### src/hw/rtl/tsq_pkg.sv
// tsq_pkg: opcodes, result status codes, controller states and the
// command and status structs shared by the two-stack queue modules.
// no dependencies
package tsq_pkg;

  localparam logic OP_ENQ = 1'b0;
  localparam logic OP_DEQ = 1'b1;

  typedef enum logic [1:0] {
    ST_OK        = 2'd0,
    ST_OVERFLOW  = 2'd1,
    ST_UNDERFLOW = 2'd2
  } status_t;

  typedef enum logic [2:0] {
    S_IDLE,
    S_ENQ,
    S_DEQ,
    S_POP,
    S_MOVE_RD,
    S_MOVE_WR
  } state_t;

  typedef enum logic [1:0] {
    RES_ENQ_OK,
    RES_OVERFLOW,
    RES_UNDERFLOW,
    RES_POP
  } res_kind_t;

  typedef struct packed {
    logic      load_item;
    logic      push_in;
    logic      pop_out;
    logic      move_rd;
    logic      move_wr;
    logic      load_res;
    res_kind_t res_kind;
  } dp_cmd_t;

  typedef struct packed {
    logic in_full;
    logic in_empty;
    logic out_empty;
    logic slot_free;
  } dp_stat_t;

endpackage

### src/hw/rtl/tsq_ctrl.sv
// tsq_ctrl: state machine that sequences enqueue, dequeue and the
// input-to-output stack transfer. depends on tsq_pkg
module tsq_ctrl (
  input  logic              clk,
  input  logic              rst,
  input  logic              in_valid,
  input  logic              opcode,
  input  tsq_pkg::dp_stat_t stat,
  output logic              in_stall,
  output tsq_pkg::dp_cmd_t  cmd
);
  import tsq_pkg::*;

  state_t state, state_next;

  always_ff @(posedge clk) begin
    if (rst) begin
      state <= S_IDLE;
    end else begin
      state <= state_next;
    end
  end

  assign in_stall = (state != S_IDLE);

  always_comb begin
    state_next = state;
    unique case (state)
      S_IDLE: begin
        if (in_valid) begin
          state_next = (opcode == OP_DEQ) ? S_DEQ : S_ENQ;
        end
      end
      S_ENQ: begin
        if (stat.slot_free) begin
          state_next = S_IDLE;
        end
      end
      S_DEQ: begin
        if (!stat.out_empty) begin
          state_next = S_POP;
        end else if (!stat.in_empty) begin
          state_next = S_MOVE_RD;
        end else if (stat.slot_free) begin
          state_next = S_IDLE;
        end
      end
      S_POP: begin
        if (stat.slot_free) begin
          state_next = S_IDLE;
        end
      end
      S_MOVE_RD: begin
        state_next = S_MOVE_WR;
      end
      S_MOVE_WR: begin
        state_next = stat.in_empty ? S_DEQ : S_MOVE_RD;
      end
      default: begin
        state_next = S_IDLE;
      end
    endcase
  end

  always_comb begin
    cmd = '0;
    unique case (state)
      S_IDLE: begin
        cmd.load_item = in_valid;
      end
      S_ENQ: begin
        if (stat.slot_free) begin
          cmd.load_res = 1'b1;
          if (stat.in_full) begin
            cmd.res_kind = RES_OVERFLOW;
          end else begin
            cmd.push_in  = 1'b1;
            cmd.res_kind = RES_ENQ_OK;
          end
        end
      end
      S_DEQ: begin
        if (!stat.out_empty) begin
          cmd.pop_out = 1'b1;
        end else if (stat.in_empty && stat.slot_free) begin
          cmd.load_res = 1'b1;
          cmd.res_kind = RES_UNDERFLOW;
        end
      end
      S_POP: begin
        if (stat.slot_free) begin
          cmd.load_res = 1'b1;
          cmd.res_kind = RES_POP;
        end
      end
      S_MOVE_RD: begin
        cmd.move_rd = 1'b1;
      end
      S_MOVE_WR: begin
        cmd.move_wr = 1'b1;
      end
      default: begin
        cmd = '0;
      end
    endcase
  end

endmodule

### src/hw/rtl/tsq_dp.sv
// tsq_dp: the two stack memories with their counters, the item register
// and the result register. depends on tsq_pkg
module tsq_dp #(
  parameter int STACK_DEPTH = 16
) (
  input  logic                clk,
  input  logic                rst,
  input  logic signed [31:0]  value,
  input  tsq_pkg::dp_cmd_t    cmd,
  output tsq_pkg::dp_stat_t   stat,
  output logic                out_valid,
  input  logic                out_stall,
  output logic [1:0]          status,
  output logic signed [31:0]  data_out
);
  import tsq_pkg::*;

  localparam int CW = $clog2(STACK_DEPTH + 1);
  localparam int AW = (STACK_DEPTH > 1) ? $clog2(STACK_DEPTH) : 1;

  logic signed [31:0] item_value;
  logic [CW-1:0]      in_count, out_count;
  logic [CW-1:0]      in_top, out_top;
  logic [31:0]        in_mem  [STACK_DEPTH];
  logic [31:0]        out_mem [STACK_DEPTH];
  logic [31:0]        in_rdata, out_rdata;
  status_t            res_status;
  logic signed [31:0] res_data;

  assign in_top  = in_count - CW'(1);
  assign out_top = out_count - CW'(1);

  always_ff @(posedge clk) begin
    if (cmd.load_item) begin
      item_value <= value;
    end
  end

  // input stack
  always_ff @(posedge clk) begin
    if (cmd.push_in) begin
      in_mem[in_count[AW-1:0]] <= item_value;
    end
    if (cmd.move_rd) begin
      in_rdata <= in_mem[in_top[AW-1:0]];
    end
  end

  // output stack
  always_ff @(posedge clk) begin
    if (cmd.move_wr) begin
      out_mem[out_count[AW-1:0]] <= in_rdata;
    end
    if (cmd.pop_out) begin
      out_rdata <= out_mem[out_top[AW-1:0]];
    end
  end

  always_ff @(posedge clk) begin
    if (rst) begin
      in_count  <= '0;
      out_count <= '0;
    end else begin
      if (cmd.push_in) begin
        in_count <= in_count + CW'(1);
      end else if (cmd.move_rd) begin
        in_count <= in_top;
      end
      if (cmd.move_wr) begin
        out_count <= out_count + CW'(1);
      end else if (cmd.pop_out) begin
        out_count <= out_top;
      end
    end
  end

  // result beat register
  always_ff @(posedge clk) begin
    if (rst) begin
      out_valid <= 1'b0;
    end else if (cmd.load_res) begin
      out_valid <= 1'b1;
    end else if (!out_stall) begin
      out_valid <= 1'b0;
    end
  end

  always_ff @(posedge clk) begin
    if (cmd.load_res) begin
      unique case (cmd.res_kind)
        RES_ENQ_OK: begin
          res_status <= ST_OK;
          res_data   <= '0;
        end
        RES_OVERFLOW: begin
          res_status <= ST_OVERFLOW;
          res_data   <= '0;
        end
        RES_UNDERFLOW: begin
          res_status <= ST_UNDERFLOW;
          res_data   <= '1;
        end
        RES_POP: begin
          res_status <= ST_OK;
          res_data   <= $signed(out_rdata);
        end
      endcase
    end
  end

  assign status   = res_status;
  assign data_out = res_data;

  assign stat.in_full   = (in_count == CW'(STACK_DEPTH));
  assign stat.in_empty  = (in_count == '0);
  assign stat.out_empty = (out_count == '0);
  assign stat.slot_free = !out_valid || !out_stall;

endmodule

### src/hw/rtl/two_stack_queue.sv
// two_stack_queue: top level of the queue built from two bounded stacks,
// joining tsq_ctrl and tsq_dp. depends on tsq_pkg, tsq_ctrl, tsq_dp
//
// A FIFO made of two STACK_DEPTH-deep stacks; each input beat (enqueue or
// dequeue) gives one result beat with a status and a data word. Items are
// handled one at a time: an enqueue pushes onto the input stack, a dequeue
// pops the output stack, and a dequeue that finds the output stack empty
// first moves the n entries of the input stack across, each with one read
// then one write through the single-port stack memories. A finished result
// sits in an output register, so the next item is taken while it waits. An
// enqueue to a full input stack is refused with overflow status even when
// the output stack has room; a dequeue of an empty queue returns underflow
// and -1.
module two_stack_queue #(
  parameter int STACK_DEPTH = 16
) (
  input  logic               clk,
  input  logic               rst,
  input  logic               in_valid,
  output logic               in_stall,
  input  logic               opcode,
  input  logic signed [31:0] value,
  output logic               out_valid,
  input  logic               out_stall,
  output logic [1:0]         status,
  output logic signed [31:0] data_out
);
  import tsq_pkg::*;

  dp_cmd_t  cmd;
  dp_stat_t stat;

  tsq_ctrl u_ctrl (
    .clk      (clk),
    .rst      (rst),
    .in_valid (in_valid),
    .opcode   (opcode),
    .stat     (stat),
    .in_stall (in_stall),
    .cmd      (cmd)
  );

  tsq_dp #(
    .STACK_DEPTH (STACK_DEPTH)
  ) u_dp (
    .clk       (clk),
    .rst       (rst),
    .value     (value),
    .cmd       (cmd),
    .stat      (stat),
    .out_valid (out_valid),
    .out_stall (out_stall),
    .status    (status),
    .data_out  (data_out)
  );

  // one item in flight at a time
  a_busy_after_accept: assert property (
    @(posedge clk) disable iff (rst)
    in_valid && !in_stall |=> in_stall
  ) else $error("input taken while an item was still in flight");

  a_status_code: assert property (
    @(posedge clk) disable iff (rst)
    out_valid |-> (status == ST_OK || status == ST_OVERFLOW || status == ST_UNDERFLOW)
  ) else $error("result beat with an undefined status code");

  a_underflow_data: assert property (
    @(posedge clk) disable iff (rst)
    out_valid && status == ST_UNDERFLOW |-> data_out == -32'sd1
  ) else $error("underflow result without all-ones data");

  a_overflow_data: assert property (
    @(posedge clk) disable iff (rst)
    out_valid && status == ST_OVERFLOW |-> data_out == 32'sd0
  ) else $error("overflow result with non-zero data");

endmodule

### config.mk
export PLATFORM = sky130hd
export DESIGN_NAME = two_stack_queue
export DESIGN_NICKNAME = d
export VERILOG_FILES = /design/src/hw/rtl/tsq_pkg.sv /design/src/hw/rtl/tsq_ctrl.sv /design/src/hw/rtl/tsq_dp.sv /design/src/hw/rtl/two_stack_queue.sv
export SDC_FILE = /design/constraint.sdc
export NUM_CORES = 1
export LEC_CHECK = 0
export BUFFER_PORTS_ARGS = -buffer_cell sky130_fd_sc_hd__clkbuf_2
export CAP_MARGIN = 10
export CORE_MARGIN = 4
export CORE_UTILIZATION = 50
export CTS_BUF_LIST = sky130_fd_sc_hd__clkbuf_8 sky130_fd_sc_hd__clkbuf_16
export DETAILED_ROUTE_END_ITERATION = 8
export PLACE_DENSITY = 0.65
export SYNTH_ARGS = -nofsm -noshare
export SYNTH_HDL_FRONTEND = slang
export SYNTH_SLANG_ARGS = --single-unit
export TNS_END_PERCENT = 10
### constraint.sdc
create_clock -name clk -period 13.7 [get_ports clk]
set_input_delay 2.055 -clock clk [delete_from_list [all_inputs] [get_ports clk]]
set_output_delay 2.055 -clock clk [all_outputs]
set_load 0.01 [all_outputs]
Word level (Yosys, flattened, before mapping). Memory sizes are Yosys's and may differ from the RTL's. A register that Yosys moved wholly into a read port is not among the register bits. Index checks and enable logic that the tools add are counted.

Flip-flop bits (word level): 80. Memories: 2. Logic and storage cells: 71. Output and inout bits: 36. Memory bits (writable): 1024. Input port bits: 37.

Memories: u_dp.in_mem (words 16, width 32, read ports 1, clocked after Yosys merged registers in 1, write ports 1, line tsq_dp.sv:24) `logic [31:0] in_mem [STACK_DEPTH];`; u_dp.out_mem (words 16, width 32, read ports 1, clocked after Yosys merged registers in 1, write ports 1, line tsq_dp.sv:25) `logic [31:0] out_mem [STACK_DEPTH];`.

Equal/unequal tests: 11. Add/sub/neg operators: 4. Reduce and logical (&&, ||, !) cells: 14. Mux-type cells: 33.

Operators with widths (count): $pmux W32 S3 (1); $mux W3 (9); $mux W5 (4); $mux W1 (15); $pmux W3 S5 (1); $add A5 B1 Y5 const B (2); $logic_not A5 Y1 (2); $sub A5 B1 Y5 const B (2); $pmux W3 S3 (1); $eq A3 B2 Y1 const B (2); $eq A3 B3 Y1 const B (2); $pmux W2 S3 (1); $reduce_or A2 Y1 (3); $eq A5 B5 Y1 const B (1); $eq A2 B2 Y1 const B (2); $reduce_bool A2 Y1 (2); $eq A3 B1 Y1 const B (1); $logic_not A3 Y1 (1); $reduce_bool A3 Y1 (1); $eq A2 B1 Y1 const B (1); $logic_not A1 Y1 (2); $logic_not A2 Y1 (1); $mux W2 (1); $ne A2 B1 Y1 const B (1); 3 further kinds (3).

Depth between registers and ports, before layout. Gate-level depths: netlist (run 1).

Depth after elaboration: 9. Gate-level depth with buffers: 11.

By module. A second synthesis (run 1) with hierarchy kept.

Cells, all modules: 2022. Area, all modules: 44350.0 sq um.

By module, submodules not included: tsq_dp (instances 1, area an instance 44028.5 sq um, sequential area each 34873.4 sq um, cells an instance 1981); tsq_ctrl (instances 1, area an instance 321.6 sq um, sequential area each 60.1 sq um, cells an instance 41).

Worst setup path before layout (run 1). Ideal clock, no wire load.

Path kind: in2reg. From: input out_stall. To: register u_dp.in_count[4]. Stages: 5. Setup time: 132 ps. Arrival time: 6130 ps. Path buffers: 1. Setup slack: 7438 ps. Cells stage by stage: and2_1 -> clkbuf_1 -> nor4_1 -> o21a_1 -> nor3_1.

Word-level cells in the longest chain between the ends: 5. Elaborated cells between the ends (all ways): 6. Those cells by class: 3 x mux; 3 x reduce/logical.

RTL lines: start: declaration (line two_stack_queue.sv:24) `input logic out_stall,`; $logic_not A1 Y1 *; $logic_or A1 B1 Y1 * (line tsq_dp.sv:117) `assign stat.slot_free = !out_valid || !out_stall;`; $mux W1 * (line tsq_ctrl.sv:72) `if (stat.slot_free) begin`; $mux W1 * (line tsq_ctrl.sv:67) `unique case (state)`; $mux W5 / $reduce_bool A2 Y1 (equally long branches); end signal: assignment (line tsq_dp.sv:65) `in_count <= in_count + CW'(1);`; end signal: assignment (line tsq_dp.sv:67) `in_count <= in_top;`; end: declaration (line tsq_dp.sv:22) `logic [CW-1:0] in_count, out_count;`.

Mark *: on every way between the ends. The rest lies on a longest branch, timed or not. A chain may end at the register's enable or synchronous reset.

Worst setup path after layout (run 1).
From: register u_dp.out_count[0]. To: register u_dp.out_rdata[18] (read register of u_dp.out_mem) (data pin).

Word-level cells in the longest chain between the ends: 3. Elaborated cells between the ends (all ways): 4. Those cells by class: 1 x add/sub; 2 x mux; 1 x reduce/logical.

RTL lines: start: declaration (line tsq_dp.sv:22); start signal: assignment (line tsq_dp.sv:70) `out_count <= out_count + CW'(1);`; start signal: assignment (line tsq_dp.sv:72) `out_count <= out_top;`; parallel branches: the longest is 3 deep, another holds $sub A5 B1 Y5; end: declaration (line tsq_dp.sv:26) `logic [31:0] in_rdata, out_rdata;`.

Parallel ways; which one is timed is not known.

==> impl_results.md, run 1 <==
- Router iterations before antenna repair: 5
- Hold slack: 518 ps
- Post-synth cell types: 51
- RSZ-0062 raised after global routing: false
- Most frequent cells after synthesis: edfxtp_1, mux4_2, clkbuf_1
- Row cnt: 108
- GRT Total Usage: 19.7%
- Total of max-cap violations: 0
- Wire length after detailed routing: 90700 um
- Dominant synthesized flop cell: edfxtp_1
- Clk pin slew, worst setup/hold paths: 60 ps
- Multi-input logic area: 8590 sq um
- Worst VDD drop: 0.000108 V
- Final min period: 4560 ps
- Final Slew Violations: 0
- Clock sink count: 1168
- Initial Util: 50.5%
- CP required: 14090 ps
- WP buf/inv: 2
- Post-DP HPWL: 48500 um
- Largest net degree at the start of global routing: 89
- Period utilisation layout: 33.3%
- Chip Height: 304 um
- Sequential Area: 34900 sq um
- H-tree depth: 3
- Status: finished clean
- P per Cell Area: 149 nW/um^2
- Fin nets: 1941
- DP Worst Slack: 8890 ps
- Cell mode on critical path: mux4_2
- CTS max path bufs: 3
- Hold Crit Class: reg2reg
- Vias: 19000
- Yosys top cell area share: 79.2%
- Worst Setup Start Kind: flop
- Cell with the most instances after synthesis: edfxtp_1
- Inserted Clock Buffers: 113
- Setup bufs post-CTS: 0
- Worst-path fanout max: 68
- Worst-path cell chain: inv_1 -> ha_4 -> buf_4 -> mux4_2 -> mux4_2
- Total power: 0.00732 W
- Cell Area, Synth: 43800 sq um
- Leakage: 15.0 nW
- Core area: 86800 sq um
- Synthesis Warnings: 0
- PortBufs: 72
- Clock Skews: 27.0 ps
- Rel. slew slack: 22.4%
- Final Wtd Congestion: 0.770
- Layout cells sized above 1: 31.3%
- Vias in the first global route: 19800
- Post-Syn Instances: 1762
- Worst endpoint data arrival time: 4950 ps
- Post-route DRC: 0
- Resized Gates After CTS: 0
- Worst Slack Setup Final: 9140 ps
- Hold-fix buffers, CTS: 0
- Largest cells by area after synthesis: edfxtp_1, mux4_2, dfxtp_1, o21a_1, clkbuf_1
- Delay-heaviest family, CP: buffers and inverters
- Max Clock Freq: 0.219 GHz
- CP Class: reg2reg
- # setup viols final: 0
- Fillers: 6259
- Synth area leader: edfxtp_1
- Max stage delay on crit path: 1060 ps
- Synthesized area per cell: 24.8 sq um
- Worst-Margin Slew: 1160 ps
- Die span in x: 304 um
- Iter 0 DRT Violations: 1901
- Number of synthesized flops with an enable pin: 1154
- WL per Instance: 28.9 um
- Mapped Nets: 1809
- Routed Antenna Nets: 0
- Vias/cell: 6.04
- Fin. Hold Viols: 0
- # IOs: 73
- Slowest cell on crit path: dfxtp_4
- Seq/Total Area, Yosys: 79.8%
- CTS tree: yes
- Crit end category: flop
- Remaining Overflow, GRT: 0
- Clock Latency Late Sink: 660 ps
- #FFs+latches synth: 1168
- Die area: 92300 sq um
- Initial antenna violation count: 1
- Ys async rst share: 0%
- Area Overhead vs Synth: 12.3%
- CTS root buf: clkbuf_16
- TNS Setup: 0 ps
- First-pass GRT wire length: 134000 um
==> worst reg2reg max path: cells and delay by family, from the launching register on <==
kind                       cells  cell delay, ps
muxes                          2             930
DFF                            1            1060
buffers and inverters          2            1260
adders and majority gates      1            1040
==> cells in the final DEF (no fill, tap or decap), drive strengths merged, types with 3 or more instances in the layout <==
master,instances
o21ai,6
o21a,27
bufinv,8
and3,5
edfxtp,1154
clkinv,53
inv,36
and2,11
a21o,7
nor2,23
ha,10
and4,3
xnor2,5
a21oi,8
nor3,11
clkbuf,189
dfxtp,14
nor3b,3
clkinvlp,4
nand2,10
nand3,7
buf,34
nand2b,4
nor4b,3
mux4,320
==> area by class of cell <==
| cell class | instances | share of cell area [%] |
|---|---|---|
| Clock buffer | 117 | 5.91 |
| Clock inverter | 89 | 1.21 |
| Multi-Input combinational cell | 493 | 17.5 |
| Sequential cell | 1168 | 71.1 |
| Antenna cell | 1 | 0.00509 |
| Tap cell | 1155 | 2.94 |
| Inverter | 12 | 0.0916 |
| Timing Repair Buffer | 106 | 1.28 |
==> worst paths after layout <==
path,cells after the start,from,slack (ps),to
setup / recovery,5,u_dp.out_count[0],9140,u_dp.out_rdata[18]
hold / removal,1,u_dp.out_rdata[29],520,u_dp.data_out[29]
setup reg to reg,5,u_dp.out_count[0],9140,u_dp.out_rdata[18]
hold reg to reg,1,u_dp.out_rdata[29],520,u_dp.data_out[29]
==> sequential cells by signal, summed over array words and instances (netlist names) <==
register,cells
u_dp.data_out,32
u_ctrl.state,3
u_dp.out_rdata,32
u_dp.out_valid,1
u_dp.in_count,5
u_dp.status,2
u_dp.item_value,32
u_dp.out_mem,512
u_dp.in_mem,512
u_dp.in_rdata,32
u_dp.out_count,5
==> power by group <==
group | internal (W) | switching, W
registers | 0.00398 | 0.0000631
clock network | 0.00167 | 0.00126
logic | 0.000167 | 0.000184
total | 0.00581 | 0.00150
==> through the flow <==
stage | util, % | area, sq um | cells
finish | 56.7 | 49200 | 3141
global placement | 52.6 | 45700 | 2934
global route | 56.7 | 49200 | 3140
detailed placement | 52.6 | 45700 | 2934
floorplan | - | 43800 | 1762
CTS | 56.7 | 49200 | 3140
==> layer usage <==
layer  global-route usage [%]  wire, um  vias up
met1                     28.6     38000    10200
met2                     31.3     44100      754
li1                         -         -     7880
met5                        0         0        -
met4                     5.39      2040        0
met3                     3.47      6480      128
==> cells by family after synthesis <==
logic type / Yosys count / synth area share, %
muxes: 323 / 16.5
buffers and inverters: 101 / 1.02
DFF: 1168 / 79.8
adders and majority gates: 10 / 0.286
AOI/OAI and AO/OA: 63 / 1.04
xor gates and xnor gates: 5 / 0.100
and+or+nand+nor: 92 / 1.21
Note: power is estimated with default switching activity, not from simulation.
==> inputs of run 2 (changes only) <==
--- a/config.mk
+++ b/config.mk
@@ -11,7 +11,7 @@
 export CORE_UTILIZATION = 50
 export CTS_BUF_LIST = sky130_fd_sc_hd__clkbuf_8 sky130_fd_sc_hd__clkbuf_16
 export DETAILED_ROUTE_END_ITERATION = 8
-export PLACE_DENSITY = 0.65
+export PLACE_DENSITY = 0.67
 export SYNTH_ARGS = -nofsm -noshare
 export SYNTH_HDL_FRONTEND = slang
 export SYNTH_SLANG_ARGS = --single-unit
==> constraint.sdc (replaced) <==
create_clock -name clk -period 3.65 [get_ports clk]
set_input_delay 0.5475 -clock clk [delete_from_list [all_inputs] [get_ports clk]]
set_output_delay 0.5475 -clock clk [all_outputs]
set_load 0.01 [all_outputs]
==> run 2 against run 1 <==
  * Critical path depth stayed put
  * First-iteration DRC count down 4.3%
  * Clock skew fell by 2.5 ps
  * Cell count rose by 1.3%
  * Fmax up 56%
==> impl_results.md, run 2 (same netlist as run 1, synthesis figures left out) <==
- R2r endpoint: u_dp.out_rdata[5]
- Vias/cell: 6.00
- Area Overhead vs Synth: 13.9%
- Initial antenna violation count: 2
- Multi-input logic area: 8600 sq um
- GRT Total Usage: 19.9%
- Clk pin slew, worst setup/hold paths: 70 ps
- Clock Latency Late Sink: 680 ps
- Die span in x: 304 um
- Leakage: 15.4 nW
- Fin nets: 1982
- Clock sink count: 1168
- Core area: 86800 sq um
- Cell mode on critical path: mux4_2
- CTS tree: yes
- Crit end category: flop
- Die area: 92300 sq um
- Worst-Margin Slew: 921 ps
- Reg-to-Reg Start: u_dp.out_count[0]
- Vias: 19100
- RSZ-0062 raised after global routing: false
- Vias in the first global route: 19700
- Final Wtd Congestion: 0.775
- Int Power: 0.0219 W
- Remaining Overflow, GRT: 0
- Final instance area: 49800 sq um
- Commonest non-fill, non-tap cells in the layout: edfxtp_1, mux4_2, clkbuf_16
- PortBufs: 72
- Delay-heaviest family, CP: multiplexers
- CTS root buf: clkbuf_16
- Inserted Clock Buffers: 112
- Flop2flop setup slack: 730 ps
- Post-route DRC: 0
- Period utilisation layout: 80.1%
- Total power: 0.0276 W
- Iter 0 DRT Violations: 1820
- Clock Skews: 24.6 ps
- Largest net degree at the start of global routing: 77
- Fin. Hold Viols: 0
- H-tree depth: 3
- Hold slack: 45.8 ps
- Routed Antenna Nets: 0
- Row cnt: 108
- WL per Instance: 28.6 um
- Hold-fix buffers, CTS: 0
- Comb power frac: 4.9%
- Worst Slack Setup Final: 726 ps
- P per Cell Area: 554 nW/um^2
- WHS Path Cells: 1
- WP buf/inv: 2
- Final Slew Violations: 0
- Resized Gates After CTS: 0
- Total of max-cap violations: 0
- CTS max path bufs: 3
- CP Class: reg2reg
- Initial Util: 50.5%
- Chip Height: 304 um
- Slowest cell on crit path: ha_4
- DP Worst Slack: 633 ps
- Layout cells sized above 1: 33.4%
- Final min period: 2920 ps
- Setup bufs post-CTS: 0
- Hold Crit Class: in2reg
- Placed Area: 46300 sq um
- Max stage delay on crit path: 620 ps
- Fillers: 6168
- Worst Hold Launch: value[18]
- Reg2Reg Depth: 5
- Rel. slew slack: 38.1%
- Status: finished clean
- Sw frac: 20.7%
- Wire length after detailed routing: 91200 um
- Worst Setup Start Kind: flop
- Most common cell after layout, fill and taps aside: edfxtp_1
- CP required: 4050 ps
- # setup viols final: 0
- Worst-path fanout max: 57
- Max Clock Freq: 0.342 GHz
- Hold path endpoint: u_dp.item_value[18]
- Worst VDD drop: 0.000415 V
- Sequential Area: 34900 sq um
- Worst-path cell chain: inv_1 -> ha_4 -> buf_12 -> mux4_2 -> mux4_2
- Post-DP HPWL: 50700 um
- First-pass GRT wire length: 135000 um
- # IOs: 73
- Sequential power share: 54.8%
- Clock share of power: 40.3%
- Worst endpoint data arrival time: 3330 ps
- TNS Setup: 0 ps
- Router iterations before antenna repair: 5
- Switch Pwr: 0.00570 W
## run 2: how the worst max path moves through the flow
stage,from,end,depth (start not counted)
6_report,u_dp.out_count[0],u_dp.out_rdata[5],5
5_1_grt,u_dp.out_count[0],u_dp.out_rdata[5],5
4_1_cts,u_dp.out_count[0],u_dp.out_rdata[5],5
3_5_place_dp,out_stall,u_dp.in_mem[4][18],6
3_3_place_gp,out_stall,u_dp.in_mem[11][22],6
2_1_floorplan,u_dp.out_count[0],u_dp.out_mem[0][0],7
## run 2: power groups by stage
stage                     logic (W)  registers [W]  clock network, W
after floorplan            0.000910         0.0153                 0
after global placement      0.00136         0.0154                 0
after detailed placement    0.00138         0.0154                 0
after CTS                   0.00139         0.0151            0.0114
after global routing        0.00145         0.0151            0.0120
final                       0.00135         0.0151            0.0111
## run 2: worst register-to-register path, delay by kind of cell, from the launching register on
kind / cells / cell delay [ps]
muxes: 2 / 880
adders and majority gates: 1 / 630
buffers and inverters: 2 / 590
DFF: 1 / 560
## run 2: metrics by stage
stage          utilization (%)  cells
2_1_floorplan                -   1762
4_1_cts                   57.4   3182
5_1_grt                   57.4   3182
6_report                  57.4   3183
3_3_place_gp              53.3   2976
3_5_place_dp              53.3   2976
## run 2: routing by layer
| metal | track usage (%) | routed length, um | vias to the layer above |
|---|---|---|---|
| met3 | 3.33 | 5950 | 144 |
| met1 | 28.6 | 37500 | 10300 |
| met2 | 32.7 | 46000 | 719 |
| met5 | 0 | 0 | - |
| li1 | - | - | 7954 |
| met4 | 4.38 | 1760 | 0 |
## run 2: area by class of cell
type                       instances  area share [%]
sequential                      1168            70.1
tap                             1155            2.90
inverter                          12          0.0904
clock buffer                     113            5.67
antenna                            1         0.00502
clock inverter                    93            1.46
multi-input combinational        493            17.3
timing repair buffer             148            2.50
